`src/dclru_pkg.sv`:
```
package dclru_pkg;

  // Cache geometry
  localparam int SETS    = 256;
  localparam int WAYS    = 8;
  localparam int SET_W   = $clog2(SETS);
  localparam int WAY_W   = (WAYS > 1) ? $clog2(WAYS) : 1;
  localparam int AGE_W   = WAY_W;
  localparam int SET_LSB = 5;

  // Field widths
  localparam int ADDR_W    = 32;
  localparam int WORD_W    = 32;
  localparam int TAG_LSB   = 2;
  localparam int TAG_W     = ADDR_W - TAG_LSB;
  localparam int WAY_OUT_W = 3;

  // Queue between front and back
  localparam int QDEPTH = 2;
  localparam int QPTR_W = (QDEPTH > 1) ? $clog2(QDEPTH) : 1;
  localparam int QCNT_W = $clog2(QDEPTH + 1);

  // Access kinds
  localparam logic KIND_READ  = 1'b0;
  localparam logic KIND_WRITE = 1'b1;

  typedef logic [SET_W-1:0]  set_idx_t;
  typedef logic [WAY_W-1:0]  way_idx_t;
  typedef logic [AGE_W-1:0]  age_t;
  typedef logic [TAG_W-1:0]  tag_t;
  typedef logic [WORD_W-1:0] word_t;

  // Classified request handed from the front to the back
  typedef struct packed {
    logic     kind;
    set_idx_t set_idx;
    tag_t     tag;
    word_t    fill_word;
  } req_t;

  // One way of a set row
  typedef struct packed {
    logic  valid;
    age_t  age;
    tag_t  tag;
    word_t word;
  } way_entry_t;

  typedef way_entry_t [WAYS-1:0] row_t;

  typedef enum logic [1:0] {
    ST_IDLE = 2'b01,
    ST_EXEC = 2'b10
  } back_state_t;

endpackage

```
`src/dclru_queue.sv`:
```
module dclru_queue import dclru_pkg::*; (
  input  logic clk,
  input  logic rst_n,
  input  logic wr_valid,
  output logic wr_ready,
  input  req_t wr_req,
  output logic rd_valid,
  input  logic rd_ready,
  output req_t rd_req
);

  req_t              slot_r [QDEPTH];
  logic [QPTR_W-1:0] wr_ptr_r, wr_ptr_nxt;
  logic [QPTR_W-1:0] rd_ptr_r, rd_ptr_nxt;
  logic [QCNT_W-1:0] count_r, count_nxt;
  logic              push, pop;

  assign wr_ready = (count_r != QCNT_W'(QDEPTH));
  assign rd_valid = (count_r != '0);
  assign push     = wr_valid && wr_ready;
  assign pop      = rd_valid && rd_ready;
  assign rd_req   = slot_r[rd_ptr_r];

  // Advance pointers with wrap at the queue depth
  always_comb begin
    wr_ptr_nxt = wr_ptr_r;
    rd_ptr_nxt = rd_ptr_r;
    count_nxt  = count_r;
    if (push) begin
      wr_ptr_nxt = (wr_ptr_r == QPTR_W'(QDEPTH - 1)) ? '0 : wr_ptr_r + 1'b1;
    end
    if (pop) begin
      rd_ptr_nxt = (rd_ptr_r == QPTR_W'(QDEPTH - 1)) ? '0 : rd_ptr_r + 1'b1;
    end
    if (push && !pop) begin
      count_nxt = count_r + 1'b1;
    end else if (pop && !push) begin
      count_nxt = count_r - 1'b1;
    end
  end

  always_ff @(posedge clk) begin
    if (!rst_n) begin
      wr_ptr_r <= '0;
      rd_ptr_r <= '0;
      count_r  <= '0;
    end else begin
      wr_ptr_r <= wr_ptr_nxt;
      rd_ptr_r <= rd_ptr_nxt;
      count_r  <= count_nxt;
    end
  end

  always_ff @(posedge clk) begin
    if (push) begin
      slot_r[wr_ptr_r] <= wr_req;
    end
  end

endmodule

```
`config.mk`:
```
export PLATFORM = sky130hd
export DESIGN_NAME = dclru_queue
export DESIGN_NICKNAME = d
export VERILOG_FILES = /design/src/dclru_pkg.sv /design/src/dclru_queue.sv
export SDC_FILE = /design/constraint.sdc
export NUM_CORES = 1
export LEC_CHECK = 0
export BUFFER_PORTS_ARGS = -buffer_cell sky130_fd_sc_hd__buf_2
export CELL_PAD_IN_SITES_DETAIL_PLACEMENT = 1
export CELL_PAD_IN_SITES_GLOBAL_PLACEMENT = 2
export CORE_ASPECT_RATIO = 0.6
export CORE_MARGIN = 4
export CORE_UTILIZATION = 38
export DETAILED_ROUTE_END_ITERATION = 12
export PLACE_DENSITY_LB_ADDON = 0.1
export SYNTH_ARGS = -nofsm -noshare
export SYNTH_HDL_FRONTEND = slang
export SYNTH_SLANG_ARGS = --single-unit
```
`constraint.sdc`:
```
create_clock -name clk -period 3.8 [get_ports clk]
set_input_delay 0.38 -clock clk [delete_from_list [all_inputs] [get_ports clk]]
set_output_delay 0.38 -clock clk [all_outputs]
set_load 0.01 [all_outputs]
```
# Word-level counts from Yosys, hierarchy flattened
# Memories as Yosys holds them, arrays and structs flattened. A register that Yosys moved wholly into a read port is not among the register bits.
# Index checks and enable logic that the tools add are counted.
classes:
  n_mux: 8
  add_sub_neg: 4
  n_eq_ne: 1
  reduce_logical: 8
op_table:
  columns: ["op", "n"]
  rows:
  - ["1-bit 2-to-1 mux", 6]
  - ["1-bit logical AND", 4]
  - ["2-bit 2-to-1 mux", 2]
  - ["2-bit nonzero test", 2]
  - ["1-bit adder, second input constant", 2]
  - ["2-bit by 1-bit adder with 2-bit output, second input constant", 1]
  - ["1-bit zero test", 2]
  - ["2-bit != test, second input constant", 1]
  - ["2-bit by 1-bit subtractor with 2-bit output, second input constant", 1]
totals:
  ff_bits: 4
  input_bits: 75
  out_inout_bits: 73
  memories: 1
  ramBits: 142
  elab_cells: 25
memory_table:
  columns: ["memory", "words", "width", "read_ports", "rd_clocked_by_memory_dff", "wr", "line", "rtl"]
  rows:
  - ["slot_r", 2, 71, 1, 1, 1, "dclru_queue.sv:12", "req_t slot_r [QDEPTH];"]

# Longest topological paths before layout
logic_depth:
  word_depth: 6
  mapped_depth: 6

# Least setup slack after synthesis
# OpenSTA, ideal clock, no wires.
synth_timing:
  kind: "register to register"
  from: "register count_r[0]"
  to: "memory slot_r[1][0] in the netlist's numbering, enable pin"
  path_slack_ns: 1.078
  setup_time_ns: 0.437
  stages_incl_launch_ff: 3
  required_time_ns: 3.363
  arrival_ns: 2.285
  path_buffers: 0
  period_less_slack_ns: 2.722
  cell_sequence: "dfxtp_1 > nand2b_4 > and3_1"
synth_between:
  elab_chain_len: 4
synth_rtl:
  columns: ["element", "line", "rtl"]
  rows:
  - ["from (decl)", "dclru_queue.sv:15", "logic [QCNT_W-1:0] count_r, count_nxt;"]
  - ["from (signal assigned)", "dclru_queue.sv:50", "count_r <= count_nxt;"]
  - ["2-bit != test", "dclru_queue.sv:18", "assign wr_ready = (count_r != QCNT_W'(QDEPTH));"]
  - ["via wr_ready", "dclru_queue.sv:5", "output logic wr_ready,"]
  - ["1-bit logical AND", "dclru_queue.sv:20", "assign push = wr_valid && wr_ready;"]
  - ["1-bit 2-to-1 mux", "dclru_queue.sv:55", "if (push) begin"]
  - ["1-bit 2-to-1 mux (not written as such)", "dclru_queue.sv:56", "slot_r[wr_ptr_r] <= wr_req;"]
  - ["to (decl)", "dclru_queue.sv:12", null]
# The timed path passes the listed nets, and every way through them passes these cells.

==> summary.md <==
| Metric | Value |
|---|---|
| HP Start | `wr_req[51]` |
| Setup ws final | `1.383 ns` |
| Pins Over Slew Limit | `0` |
| Maximum root-to-sink buffer count | `2` |
| Total gr overflow | `0` |
| Hold path cells | `1` |
| Final ANT Viol Nets | `0` |
| TNS Setup | `0 ns` |
| Power per cell area | `682.0 nW/um^2` |
| Largest net degree at the start of global routing | `72` |
| Final Cycle Share | `0.6360` |
| Post-Syn Area | `5364 sq um` |
| Initial core utilization | `0.3901` |
| Mean Syn Cell Area | `21.89 sq um` |
| Min Tclk post-route | `2.417 ns` |
| Syn Nets | `321` |
| Vias in the first global route | `3005` |
| Crit end category | `output port` |
| Antenna violations before repair | `3` |
| Worst Path Buf+Inv | `1` |
| DRT iter0 DRCs | `159` |
| Worst-Skew Late Latency | `0.41 ns` |
| Reg2Reg Depth | `4` |
| F_max | `413.7 MHz` |
| Via count | `2788` |
| Drt pass-1 iters | `4` |
| First-pass GRT wire length | `16480 microns` |
| DRC Markers | `0` |
| I/O Buffers | `147` |
| Rel. slew slack | `0.3057` |
| Hold Path Class | `in -> reg` |
| Top FF cell, synth | `edfxtp_1` |
| CP delay by family, top | `flip-flops` |
| Antenna diodes | `0` |
| Total wire length | `10760 microns` |
| Count leader, synth | `edfxtp_1` |
| Crit path cell chain | `mux2_2, buf_2` |
| IO Pins | `148` |
| Area after DPL | `6311 sq um` |
| Grt met1 use | `0.1786` |
| Non-Filler Instances | `608` |
| Post-CTS setup buffer count | `0` |
| CTS tree | `done` |
| GRT Overall Usage | `0.1369` |
| Final Setup Violations | `0` |
| CTS root buf | `clkbuf_16` |
| XOR/XNOR share of the synthesized area | `0.004899` |
| Wirelength per Cell | `17.70 microns` |
| Cts bufs inserted | `17` |
| Final hold viol count | `0` |
| Number of distinct library cells after synthesis | `20` |
| GR peak layer | `met2` |
| Core Region | `13750 sq um` |
| Required @ worst endpoint | `3.42 ns` |
| Pre-CTS WS | `1.782 ns` |
| M2 GR Usage | `0.1983` |
| Met3 Use GR | `0.06442` |
| Multiplexer share of the synthesized area | `0.1491` |
| Yosys warnings | `0` |
| Max incr delay on CP | `0.99 ns` |
| Max H-tree Level | `4` |
| Fill cell total of the finished layout | `1308` |
| Nets | `480` |
| Dpl cells | `577` |
| Worst-path cell with the longest stage delay | `dfxtp_4` |
| Leakage power | `0.002522 uW` |
| Skew final | `0.009451 ns` |
| Area share of and/or/nand/nor cells after synthesis | `0.01213` |
| Cell row count | `33` |
| Area occupied by multi-input gates | `943.4 sq um` |
| Synthesis-to-layout area growth | `27.73%` |
| Cells after Synth | `245` |
| Kind of critical path | `reg -> out` |
| Share of layout cells above drive strength 1 | `0.6106` |
| CTS Sinks | `147` |
| Hold buffer count at cts | `0` |
| Peak supply drop | `321.4 uV` |
| Yosys reg bits | `147` |
| GP Congestion | `0.6877` |
| RR Startpoint | `count_r[0]` |
| Status | `finished, final reports clean` |
| CP Launch Type | `register` |
| Clock slew at reported path FFs | `0.06 ns` |
| Worst-margin pin slew | `1.041 ns` |
| Top cell type's share of synthesized area | `0.7950` |
| Die ar. | `16140 sq um` |
| Vias per cell | `4.586` |
| Critical Path AT | `2.04 ns` |
| CP max FO | `71` |
| Die Wd | `161.4 microns` |
| Design area | `6852 sq um` |
| Number of synthesized flops with an enable pin | `142` |
| HPWL Detailed | `7062 microns` |
| Post-synth top cells | `142 x edfxtp_1, 71 x mux2_2, 7 x buf_4, 5 x dfxtp_1, 4 x and2_1` |
| Post-synthesis adder-cell area fraction | `0.002333` |
| Die Span Y | `100.0 microns` |
| Max_cap viols | `0` |
| Util after Layout | `0.4983` |
| Resized cells post-CTS | `0` |
| Register Area | `4368 sq um` |
| Largest family of logic cells by synthesized area | `multiplexers` |
| Synth area leader | `edfxtp_1` |
| Compound-gate portion of the synthesized area | `0.006531` |
| Crit path depth | `2` |
| Area contributors post-synth | `edfxtp_1 79%, mux2_2 15%, dfxtp_1 1.9%` |
| Post-synthesis sequential area ratio | `0.8136` |
| Post-synth ARST share | `0` |
| RSZ-0062 raised after global routing | `no` |
==> layout by cell type (no fill, tap or decap) <==
cell,netlist,routed
xnor2_1,2,2
a21bo_2,1,1
o21ai_0,1,1
nand3b_1,1,1
or2_2,1,1
and3_4,0,1
edfxtp_1,142,142
clkinv_1,0,2
mux2_2,71,71
a21boi_1,1,1
or3_1,1,1
buf_2,1,147
and2_1,4,4
inv_2,0,1
inv_6,0,2
clkinvlp_4,0,6
clkinv_2,0,3
clkbuf_16,0,17
dfxtp_1,5,4
xor2_1,1,1
bufinv_16,0,1
o21ai_1,1,1
ha_1,1,1
a21boi_0,1,1
dfxtp_4,0,1
buf_12,0,1
nand2b_4,1,1
==> flip-flops by register name, summed over array words and instances, names as in the netlist, named ones only <==
register / cells
slot_r: 142
count_r: 2
rd_ptr_r: 1
wr_ptr_r: 1
==> final timing paths <==
check | to | slack [ns]
hold / removal | slot_r[0][51] | 0.16
hold reg to reg | count_r[1] | 0.55
setup reg to reg | slot_r[0][56] | 1.84
setup / recovery | rd_req[23] | 1.38
==> layout make-up <==
| type | instances | area share |
|---|---|---|
| clock buffer | 17 | 0.06209 |
| clock inverter | 14 | 0.01680 |
| inverter | 1 | 0.0005478 |
| multi-input combinational | 89 | 0.1377 |
| sequential | 147 | 0.6375 |
| tap | 192 | 0.03506 |
| timing repair buffer | 148 | 0.1103 |
==> worst reg2reg max path, cell delays in order, from the launching register on <==
cell and delay [ns]:
dfxtp_1 0.41, nand2b_4 0.19, nand3b_1 0.12, inv_2 0.57, buf_12 0.34
==> routing by layer <==
metal | wire length [microns] | share of wire | up-vias
met4 | 97 | 0.0090 | 6
met3 | 1069 | 0.099 | 16
met2 | 4763 | 0.44 | 102
met1 | 4794 | 0.45 | 1373
li1 | - | - | 1291
met5 | 34 | 0.0032 | -
==> metrics by stage <==
stage | power [uW] | hold slack [ns]
4_1_cts | 4753 | 0.1348
5_1_grt | 4914 | 0.1317
3_5_place_dp | 3218 | 0.5494
6_report | 4672 | 0.1572
3_3_place_gp | 3201 | 0.5366
2_1_floorplan | 2806 | 0.4789
==> power breakdown <==
group,internal [uW],switching [uW],leakage (uW),total [uW]
logic,496,467,0.000906,963
clock network,890,632,0.000248,1520
registers,2030,158,0.00137,2190
total,3420,1260,0.00252,4670
==> cell families (layout without fill, tap and decap cells) <==
kind of cell,count (synthesis),in the layout
buffers and inverters,9,180
AOI/OAI and AO/OA,5,5
xor gates and xnor gates,3,3
muxes,71,71
and+or+nand+nor,9,9
adders and majority gates,1,1
DFF,147,147
No activity file was read; power rests on OpenSTA's default activity.
