## src/dclru_pkg.sv

```systemverilog
package dclru_pkg;

  // Cache geometry
  localparam int SETS    = 256;
  localparam int WAYS    = 8;
  localparam int SET_W   = $clog2(SETS);
  localparam int WAY_W   = (WAYS > 1) ? $clog2(WAYS) : 1;
  localparam int AGE_W   = WAY_W;
  localparam int SET_LSB = 5;

  // Field widths
  localparam int ADDR_W    = 32;
  localparam int WORD_W    = 32;
  localparam int TAG_LSB   = 2;
  localparam int TAG_W     = ADDR_W - TAG_LSB;
  localparam int WAY_OUT_W = 3;

  // Queue between front and back
  localparam int QDEPTH = 2;
  localparam int QPTR_W = (QDEPTH > 1) ? $clog2(QDEPTH) : 1;
  localparam int QCNT_W = $clog2(QDEPTH + 1);

  // Access kinds
  localparam logic KIND_READ  = 1'b0;
  localparam logic KIND_WRITE = 1'b1;

  typedef logic [SET_W-1:0]  set_idx_t;
  typedef logic [WAY_W-1:0]  way_idx_t;
  typedef logic [AGE_W-1:0]  age_t;
  typedef logic [TAG_W-1:0]  tag_t;
  typedef logic [WORD_W-1:0] word_t;

  // Classified request handed from the front to the back
  typedef struct packed {
    logic     kind;
    set_idx_t set_idx;
    tag_t     tag;
    word_t    fill_word;
  } req_t;

  // One way of a set row
  typedef struct packed {
    logic  valid;
    age_t  age;
    tag_t  tag;
    word_t word;
  } way_entry_t;

  typedef way_entry_t [WAYS-1:0] row_t;

  typedef enum logic [1:0] {
    ST_IDLE = 2'b01,
    ST_EXEC = 2'b10
  } back_state_t;

endpackage

```

## src/dclru_if.sv

```systemverilog
interface dclru_in_if import dclru_pkg::*; ();
  logic              valid;
  logic              ready;
  logic              kind;
  logic [ADDR_W-1:0] word_address;
  logic [WORD_W-1:0] write_word;
  logic [WORD_W-1:0] memory_word;

  modport source (output valid, kind, word_address, write_word, memory_word, input ready);
  modport sink   (input valid, kind, word_address, write_word, memory_word, output ready);
endinterface


```

## src/dclru_front.sv

```systemverilog
module dclru_front import dclru_pkg::*; (
  input  logic        clk,
  input  logic        rst_n,
  dclru_in_if.sink    in_ch,
  output logic        push_valid,
  input  logic        push_ready,
  output req_t        push_req
);

  logic valid_r, valid_nxt;
  req_t req_r, req_nxt;
  logic take;

  assign in_ch.ready = !valid_r || push_ready;
  assign take        = in_ch.valid && in_ch.ready;

  // Classify: split address into set and tag, pick the word to store
  always_comb begin
    req_nxt           = req_r;
    req_nxt.kind      = in_ch.kind;
    req_nxt.set_idx   = in_ch.word_address[SET_LSB +: SET_W];
    req_nxt.tag       = in_ch.word_address[ADDR_W-1:TAG_LSB];
    req_nxt.fill_word = (in_ch.kind == KIND_WRITE) ? in_ch.write_word : in_ch.memory_word;
  end

  // Hold the stage until the queue takes it
  always_comb begin
    valid_nxt = valid_r;
    if (take) begin
      valid_nxt = 1'b1;
    end else if (push_ready) begin
      valid_nxt = 1'b0;
    end
  end

  always_ff @(posedge clk) begin
    if (!rst_n) begin
      valid_r <= 1'b0;
    end else begin
      valid_r <= valid_nxt;
    end
  end

  always_ff @(posedge clk) begin
    if (take) begin
      req_r <= req_nxt;
    end
  end

  assign push_valid = valid_r;
  assign push_req   = req_r;

endmodule

```

## src/flat_wrapper.sv

```systemverilog
// flat-port wrapper written by rule: the top's interface ports become plain ports
module dclru_front_flat import dclru_pkg::*;
  (clk, rst_n, push_valid, push_ready, push_req, in_ch_valid, in_ch_kind, in_ch_word_address, in_ch_write_word, in_ch_memory_word, in_ch_ready);
  dclru_in_if in_ch_i ();
  input  logic clk;
  input  logic rst_n;
  output logic push_valid;
  input  logic push_ready;
  output req_t push_req;
  input wire logic [$bits(in_ch_i.valid)-1:0] in_ch_valid;
  input wire logic [$bits(in_ch_i.kind)-1:0] in_ch_kind;
  input wire logic [$bits(in_ch_i.word_address)-1:0] in_ch_word_address;
  input wire logic [$bits(in_ch_i.write_word)-1:0] in_ch_write_word;
  input wire logic [$bits(in_ch_i.memory_word)-1:0] in_ch_memory_word;
  output wire logic [$bits(in_ch_i.ready)-1:0] in_ch_ready;
  assign in_ch_i.valid = in_ch_valid;
  assign in_ch_i.kind = in_ch_kind;
  assign in_ch_i.word_address = in_ch_word_address;
  assign in_ch_i.write_word = in_ch_write_word;
  assign in_ch_i.memory_word = in_ch_memory_word;
  assign in_ch_ready = in_ch_i.ready;
  dclru_front u_core (.clk(clk), .rst_n(rst_n), .in_ch(in_ch_i), .push_valid(push_valid), .push_ready(push_ready), .push_req(push_req));
endmodule
```

## config.mk

```make
export PLATFORM = sky130hd
export DESIGN_NAME = dclru_front_flat
export DESIGN_NICKNAME = d
export VERILOG_FILES = /design/src/dclru_pkg.sv /design/src/dclru_if.sv /design/src/dclru_front.sv /design/src/flat_wrapper.sv
export SDC_FILE = /design/constraint.sdc
export NUM_CORES = 1
export LEC_CHECK = 0
export ABC_AREA = 0
export BUFFER_PORTS_ARGS = -buffer_cell sky130_fd_sc_hd__buf_2
export CORE_MARGIN = 3
export CORE_UTILIZATION = 41
export DETAILED_ROUTE_END_ITERATION = 12
export GPL_TIMING_DRIVEN = 0
export PLACE_DENSITY = 0.88
export SETUP_SLACK_MARGIN = 0.2
export SLEW_MARGIN = 20
export SYNTH_ARGS = -nofsm -noshare
export SYNTH_HDL_FRONTEND = slang
export SYNTH_SLANG_ARGS = --single-unit
```

## constraint.sdc

```tcl
create_clock -name clk -period 3.05 [get_ports clk]
set_clock_uncertainty 0.15 [all_clocks]
set_input_delay 0 -clock clk [delete_from_list [all_inputs] [get_ports clk]]
set_output_delay 0 -clock clk [all_outputs]
set_load 0.01 [all_outputs]
```

; ---- After elaboration in Yosys (flattened, before gate mapping)
; Index checks and enable logic that the tools add are counted.
; W data, S select, Z words.
[classes]
muxes = 3
reduce_logical = 4
[op_table]
columns = operator, n
row1 = $mux W32, 1
row2 = $mux W1, 2
row3 = $reduce_bool A2 Y1, 1
row4 = $logic_and A1 B1 Y1, 1
row5 = $logic_not A1 Y1, 1
row6 = $logic_or A1 B1 Y1, 1
[totals]
output_inout_bits = 73
ff_bits = 72

; ---- Depth between registers and ports, before layout
; Gate-level depths: netlist (run 1).
[depth]
ltp_word = 4
mapped_depth = 3
ltp_nobuf = 2

; ---- Worst setup path before layout (run 1)
; No wires, ideal clock.
[synth_path]
path_kind = reg-to-reg
startpoint = register u_core.valid_r, in the netlist u_core.push_valid
endpoint = register u_core.req_r, in the netlist u_core.push_req[0] (enable)
period_less_slack_ns = 2.577
stages_incl_launch_ff = 3
path_slack_ns = 0.473
arrival_time_ns = 1.999
path_cell_list = dfxtp_1 > nand2b_1 > and2_1
[synth_via]
elab_chain_cells = 3
[synth_lines]
columns = element, line
row1 = "start, declared", dclru_front.sv:10  ; logic valid_r, valid_nxt;
row2 = "start signal, assigned", dclru_front.sv:40  ; valid_r <= valid_nxt;
row3 = $logic_not A1 Y1, dclru_front.sv:14  ; assign in_ch.ready = !valid_r || push_ready;
row4 = $logic_or A1 B1 Y1, dclru_front.sv:14
row5 = net in_ch_ready, flat_wrapper.sv:15  ; output wire logic [$bits(in_ch_i.ready)-1:0] in_ch_ready;
row6 = $logic_and A1 B1 Y1, dclru_front.sv:15  ; assign take = in_ch.valid && in_ch.ready;
row7 = net u_core.take, dclru_front.sv:12  ; logic take;
row8 = "end signal, assigned", dclru_front.sv:46  ; req_r <= req_nxt;
row9 = "end, declared", dclru_front.sv:11  ; req_t req_r, req_nxt;
; The timed path passes the listed nets, and every way through them passes these cells.
; A chain may end at the register's enable or synchronous reset.

==> results of run 1 <==
## final cells by class
class                      count  area (µm²)
fill                         350        1260
tap                           75        93.8
buffer                        12         131
clock inverter                 7         110
clock buffer                   9         124
sequential                    64        1910
multi-input combinational     35         495
timing repair buffer         268        1830
inverter                       1        3.75
## sequential cells by signal, summed over array words and instances, names as in the netlist
register           flops
u_core.push_req       63
u_core.push_valid      1
## how the worst min path moves through the flow
stage	endpoint	slack, ps	cells after the start
after floorplan	u_core.push_req[32]$_DFFE_PP_	-50	0
after global placement	u_core.push_req[55]$_DFFE_PP_	30	1
after detailed placement	u_core.push_req[41]$_DFFE_PP_	30	1
after CTS	in_ch_ready	200	3
after global routing	u_core.push_req[54]$_DFFE_PP_	230	2
final	in_ch_ready	190	3
## metal layers
layer	vias up	wire [µm]	track usage (%)
met5	-	0	0
met4	0	187	10.1
met3	14	790	7.46
met2	144	3990	38.9
met1	964	3010	26.6
li1	983	-	-
## metrics by stage
| stage | hold WS [ps] | instance area, µm² | instances | power, mW |
|---|---|---|---|---|
| floorplan | -51.1 | 2540 | 112 | 1.20 |
| detailed placement | 28.1 | 3490 | 358 | 1.34 |
| finish | 195 | 4700 | 471 | 2.30 |
| CTS | 199 | 4700 | 471 | 2.29 |
| global placement | 27.0 | 3490 | 358 | 1.33 |
| global route | 225 | 4700 | 471 | 2.38 |
## what timing repair did
item | CTS | global route
hold buffers | 97 | 0
buffers inserted | 0 | 0
endpoints found under the hold margin | 64 | 0
## cells in the final DEF, fill, tap and decap left out
cell and n:
sky130_fd_sc_hd__dfxtp_1 1, sky130_fd_sc_hd__buf_2 171, sky130_fd_sc_hd__a21boi_0 1, sky130_fd_sc_hd__clkinv_4 1, sky130_fd_sc_hd__nand2b_1 1, sky130_fd_sc_hd__inv_1 1
sky130_fd_sc_hd__buf_4 8, sky130_fd_sc_hd__edfxtp_1 63, sky130_fd_sc_hd__clkbuf_8 9, sky130_fd_sc_hd__and2_4 1, sky130_fd_sc_hd__bufinv_16 3, sky130_fd_sc_hd__dlygate4sd3_1 97
sky130_fd_sc_hd__buf_12 3, sky130_fd_sc_hd__clkinv_1 3, sky130_fd_sc_hd__mux2_2 2, sky130_fd_sc_hd__buf_6 1, sky130_fd_sc_hd__mux2_4 30
## logic make-up (layout without fill, tap and decap cells)
logic type / Yosys count / after routing / share of synthesized area (%)
and+or+nand+nor: 2 / 2 / 0.493
buffers and inverters: 13 / 297 / 5.32
AOI/OAI and AO/OA: 1 / 1 / 0.296
muxes: 32 / 32 / 18.6
DFF: 64 / 64 / 75.3
## worst reg2reg max path: cells and delay by family (launching register included)
kind             cells  cell delay [ps]
DFF                  1              320
and+or+nand+nor      2              790
## where the power goes
group	total, mW	switching [mW]	internal, mW
Clock	0.851	0.315	0.536
Combinational	0.392	0.150	0.242
Sequential	1.05	0.0173	1.04
Total	2.30	0.483	1.82
==> impl_metrics.tcl, run 1 <==
set metrics [dict create \
    setup_total_negative_slack_ps 0 \
    slew_violations 0 \
    overflow 0 \
    core_mm2 0.00596 \
    drt_first_iter_violations 85 \
    path_clk_slew_ps 70 \
    routed_wirelength_mm 7.98 \
    placement_rows 28 \
    yosysSeqAreaShare_pct 75.3 \
    worstPathArrival_ps 1850 \
    final_report_hold_violation_count 0 \
    dpl_worst_slack_ps 1390 \
    clock-root-buffer "sky130_fd_sc_hd__clkbuf_8" \
    kind_of_critical_path "input port to flip-flop" \
    yosysWarningCount 0 \
    io_buffers 171 \
    required_ps 2970 \
    mappedNetlistArea_mm2 0.00254 \
    design.final.nets 492 \
    postSynthRegisterBits 64 \
    synth_top_cell_area_share_pct 74.5 \
    regToRegEndpoint "u_core.push_req[5]$_DFFE_PP_" \
    clock_latency_ps 320 \
    max_cap_violations 0 \
    syn_nets 213 \
    grt_setup_unrepaired "no" \
    synth_area_leaders "sky130_fd_sc_hd__edfxtp_1, sky130_fd_sc_hd__mux2_4, sky130_fd_sc_hd__buf_12" \
    list_of_cells_traversed_by_the_critical_path "dlygate4sd3_1, buf_2, buf_6, buf_12, mux2_4, dlygate4sd3_1" \
    cts-buffers-inserted 9 \
    hold_path_startpoint "push_ready" \
    synth.top_cells.by_count "sky130_fd_sc_hd__edfxtp_1, sky130_fd_sc_hd__mux2_4, sky130_fd_sc_hd__buf_4" \
    slowest_cell_on_the_critical_path "sky130_fd_sc_hd__dlygate4sd3_1" \
    crit_cells 6 \
    timing.critical_path.buf_inv 5 \
    fp.dieArea_mm2 0.00718 \
    initial_antenna_violation_count 0 \
    io_pins 174 \
    place.detailed.hpwl_mm 4.57 \
    area_delta_synth_final_pct 84.9 \
    synth_top_cell_by_area "sky130_fd_sc_hd__edfxtp_1" \
    setup.worst_path.end "u_core.push_req[15]$_DFFE_PP_" \
    layout-drive-gt1-share_pct 57.8 \
    synth-edff-count 63 \
    cts_resized 0 \
    leakagePower_nw 2.15 \
    clock_tree_from_tritoncts "built" \
    grt_max_degree 64 \
    crit_path_frequent_cell "sky130_fd_sc_hd__dlygate4sd3_1" \
    run_status "complete, no violations" \
    antennaDiodeCount 0 \
    final-setup-viol-count 0 \
    layout_setup_ws_ps 1120 \
    timing.critical_path.from "in_ch_kind" \
    worst_setup_path_end_kind "flip-flop" \
    hold_class "input port to output pin" \
    drtPass1Iterations 4 \
    drc 0 \
    synth_most_common_cell "sky130_fd_sc_hd__edfxtp_1" \
    fmaxAchievable_mhz 519 \
    global_placer_s_final_weighted_congestion 0.780 \
    starting_density_of_the_core_pct 42.6 \
    avgViaCountPerCell 4.47 \
    wire_length_of_the_first_global_routing_pass_mm 12.2 \
    post_synth_inst_count 112 \
    first_global_vias 2365 \
    async_flop_share_pct 0 \
    worstRegToRegCells 2 \
    critPathTopFamily "buffers and inverters" \
    power.ir.vdd_worst_v 0.000470 \
    rrSetupSlack_ps 1390 \
    cpPeakStageDelay_ps 590 \
    synth_cell_types 11 \
    period_share_pct 63.2 \
    post-route-util_pct 78.9 \
    cts_max_level 3 \
    grt_usage_pct 23.0 \
    die_y_um 84.7 \
    die_x_um 84.7 \
    final.min_clock_period_ps 1930 \
    routedWlPerCell_um 16.9 \
    drtAntennaViolNets 0 \
    max_slew.worst_pin.slew_ps 809 \
    critPathMaxFanout 10 \
    cts_sinks 64 \
    reg2reg_from "u_core.push_valid$_SDFFE_PN0P_" \
    num_vias 2105 \
    power_per_cell_area_mw_per_mm2 489 \
    slew_headroom_pct 46.1 \
    synth.avg_cell_area_um2 22.7 \
    cts.path.max_buffers 2 \
    dominantRegCellSynth "sky130_fd_sc_hd__edfxtp_1" \
    timing.critical_path.from_type "input port" \
]
No activity file was read; power rests on OpenSTA's default activity.
==> run 2, diff against run 1 <==
--- a/config.mk
+++ b/config.mk
@@ -8,10 +8,10 @@
 export ABC_AREA = 0
 export BUFFER_PORTS_ARGS = -buffer_cell sky130_fd_sc_hd__buf_2
 export CORE_MARGIN = 3
-export CORE_UTILIZATION = 41
+export CORE_UTILIZATION = 37
 export DETAILED_ROUTE_END_ITERATION = 12
 export GPL_TIMING_DRIVEN = 0
-export PLACE_DENSITY = 0.88
+export PLACE_DENSITY = 0.85
 export SETUP_SLACK_MARGIN = 0.2
 export SLEW_MARGIN = 20
 export SYNTH_ARGS = -nofsm -noshare
==> constraint.sdc (replaced) <==
create_clock -name clk -period 1.7 [get_ports clk]
set_clock_uncertainty 0.15 [all_clocks]
set_input_delay 0 -clock clk [delete_from_list [all_inputs] [get_ports clk]]
set_output_delay 0 -clock clk [all_outputs]
set_load 0.01 [all_outputs]
==> run 2 against run 1 <==
Against the previous run: first-iteration DRC count shrank 36%; total power grew 66%; critical path type is now flip-flop to flip-flop; sequential power grew 80%; highest routed layer unchanged; clock power grew 45%; worst setup slack lost 820 ps; die area grew 10%.
==> impl_metrics.tcl, run 2 (synthesis gave the netlist of run 1 again) <==
set metrics [dict create \
    worst_setup_path_end_kind "flip-flop" \
    path_clk_slew_ps 70 \
    fp.dieArea_mm2 0.00790 \
    power.ir.vdd_worst_v 0.000481 \
    max_cap_violations 0 \
    drtPass1Iterations 4 \
    layout_setup_ws_ps 301 \
    cts_max_level 3 \
    most-common-layout-cells "sky130_fd_sc_hd__buf_2, sky130_fd_sc_hd__dlygate4sd3_1, sky130_fd_sc_hd__edfxtp_1" \
    wire_length_of_the_first_global_routing_pass_mm 13.2 \
    cpPeakStageDelay_ps 560 \
    clock-root-buffer "sky130_fd_sc_hd__clkbuf_8" \
    run_status "complete, no violations" \
    slowest_cell_on_the_critical_path "sky130_fd_sc_hd__dlygate4sd3_1" \
    list_of_cells_traversed_by_the_critical_path "nand2b_4, a21boi_0, dlygate4sd3_1" \
    worstPathArrival_ps 1520 \
    die_y_um 88.9 \
    max_slew.worst_pin.slew_ps 451 \
    avgViaCountPerCell 4.50 \
    first_global_vias 2544 \
    cts-buffers-inserted 9 \
    placement_rows 29 \
    period_share_pct 82.3 \
    timing.critical_path.buf_inv 1 \
    kind_of_critical_path "flip-flop to flip-flop" \
    post-route-util_pct 71.8 \
    grt_max_degree 33 \
    critPathTopFamily "buffers and inverters" \
    place.detailed.hpwl_mm 4.54 \
    slew_violations 0 \
    cts.path.max_buffers 2 \
    design.final.nets 493 \
    timing.critical_path.from_type "flip-flop" \
    power_per_cell_area_mw_per_mm2 817 \
    global_placer_s_final_weighted_congestion 0.770 \
    clock_tree_from_tritoncts "built" \
    routed_wirelength_mm 9.05 \
    final.min_clock_period_ps 1400 \
    grt_usage_pct 23.6 \
    die_x_um 88.9 \
    most_frequent_standard_cell_in_the_layout_excluding_fill_and_tap_cells "sky130_fd_sc_hd__buf_2" \
    final-setup-viol-count 0 \
    io_buffers 171 \
    starting_density_of_the_core_pct 39.1 \
    drt_first_iter_violations 54 \
    io_pins 174 \
    cts_sinks 64 \
    fmaxAchievable_mhz 715 \
    largest_register_ff_count 63 \
    dpl_worst_slack_ps 72.6 \
    leakagePower_nw 2.14 \
    layout-drive-gt1-share_pct 58.2 \
    routedWlPerCell_um 19.1 \
    grt_setup_unrepaired "no" \
    setup_total_negative_slack_ps 0 \
    overflow 0 \
    num_vias 2138 \
    drc 0 \
    final_report_hold_violation_count 0 \
    initial_antenna_violation_count 1 \
    slew_headroom_pct 69.9 \
    hold_class "input port to flip-flop" \
    critPathMaxFanout 4 \
    required_ps 1820 \
    core_mm2 0.00649 \
    drtAntennaViolNets 0 \
    power.total_mw 3.81 \
    area_delta_synth_final_pct 83.6 \
    clock_latency_ps 330 \
]
-- run 2: metrics by stage --
stage / cells / area, µm² / hold slack, ps
after floorplan: 112 / 2550 / -51.1
after global placement: 360 / 3500 / 26.5
after detailed placement: 360 / 3500 / 28.1
after CTS: 474 / 4660 / 163
after global routing: 475 / 4660 / 166
final: 475 / 4660 / 170
-- run 2: report_power, final --
part / internal [mW] / leakage [nW] / total [mW] / switching (mW)
combinational: 0.415 / 1.43 / 0.688 / 0.273
sequential: 1.86 / 0.618 / 1.89 / 0.0335
clock: 0.664 / 0.0922 / 1.23 / 0.566
-- run 2: timing repair --
item,4_1_cts,5_1_grt
endpoints found under the setup margin,63,0
buffers inserted,0,0
gates resized for setup,1,0
hold buffers,97,0
endpoints found under the hold margin,64,0
-- run 2: worst paths after layout --
check / from / endpoint / slack (ps) / depth (start not counted)
max: u_core.push_valid$_SDFFE_PN0P_ / u_core.push_valid$_SDFFE_PN0P_ / 300 / 3
min: in_ch_valid / u_core.push_req[28]$_DFFE_PP_ / 170 / 2
min reg2reg: u_core.push_valid$_SDFFE_PN0P_ / u_core.push_req[28]$_DFFE_PP_ / 790 / 2
max reg2reg: u_core.push_valid$_SDFFE_PN0P_ / u_core.push_valid$_SDFFE_PN0P_ / 300 / 3
-- run 2: cell type report --
type	instances	area (µm²)
fillers	384	1830
repair buffers	268	1830
diodes	1	2.50
clock inverters	5	47.5
inverters	1	3.75
multi-input cells	36	512
clock buffers	11	131
flip-flops and latches	64	1910
well taps	77	96.3
plain buffers	12	131
-- run 2: metal layers --
layer	routed length, µm	vias up	track usage, %	part of all wire, %
li1	-	987	-	-
met4	244	0	10.3	2.7
met3	827	20	8.29	9.1
met2	4840	138	43.7	53
met1	3140	993	23.5	35
met5	0	-	0	0
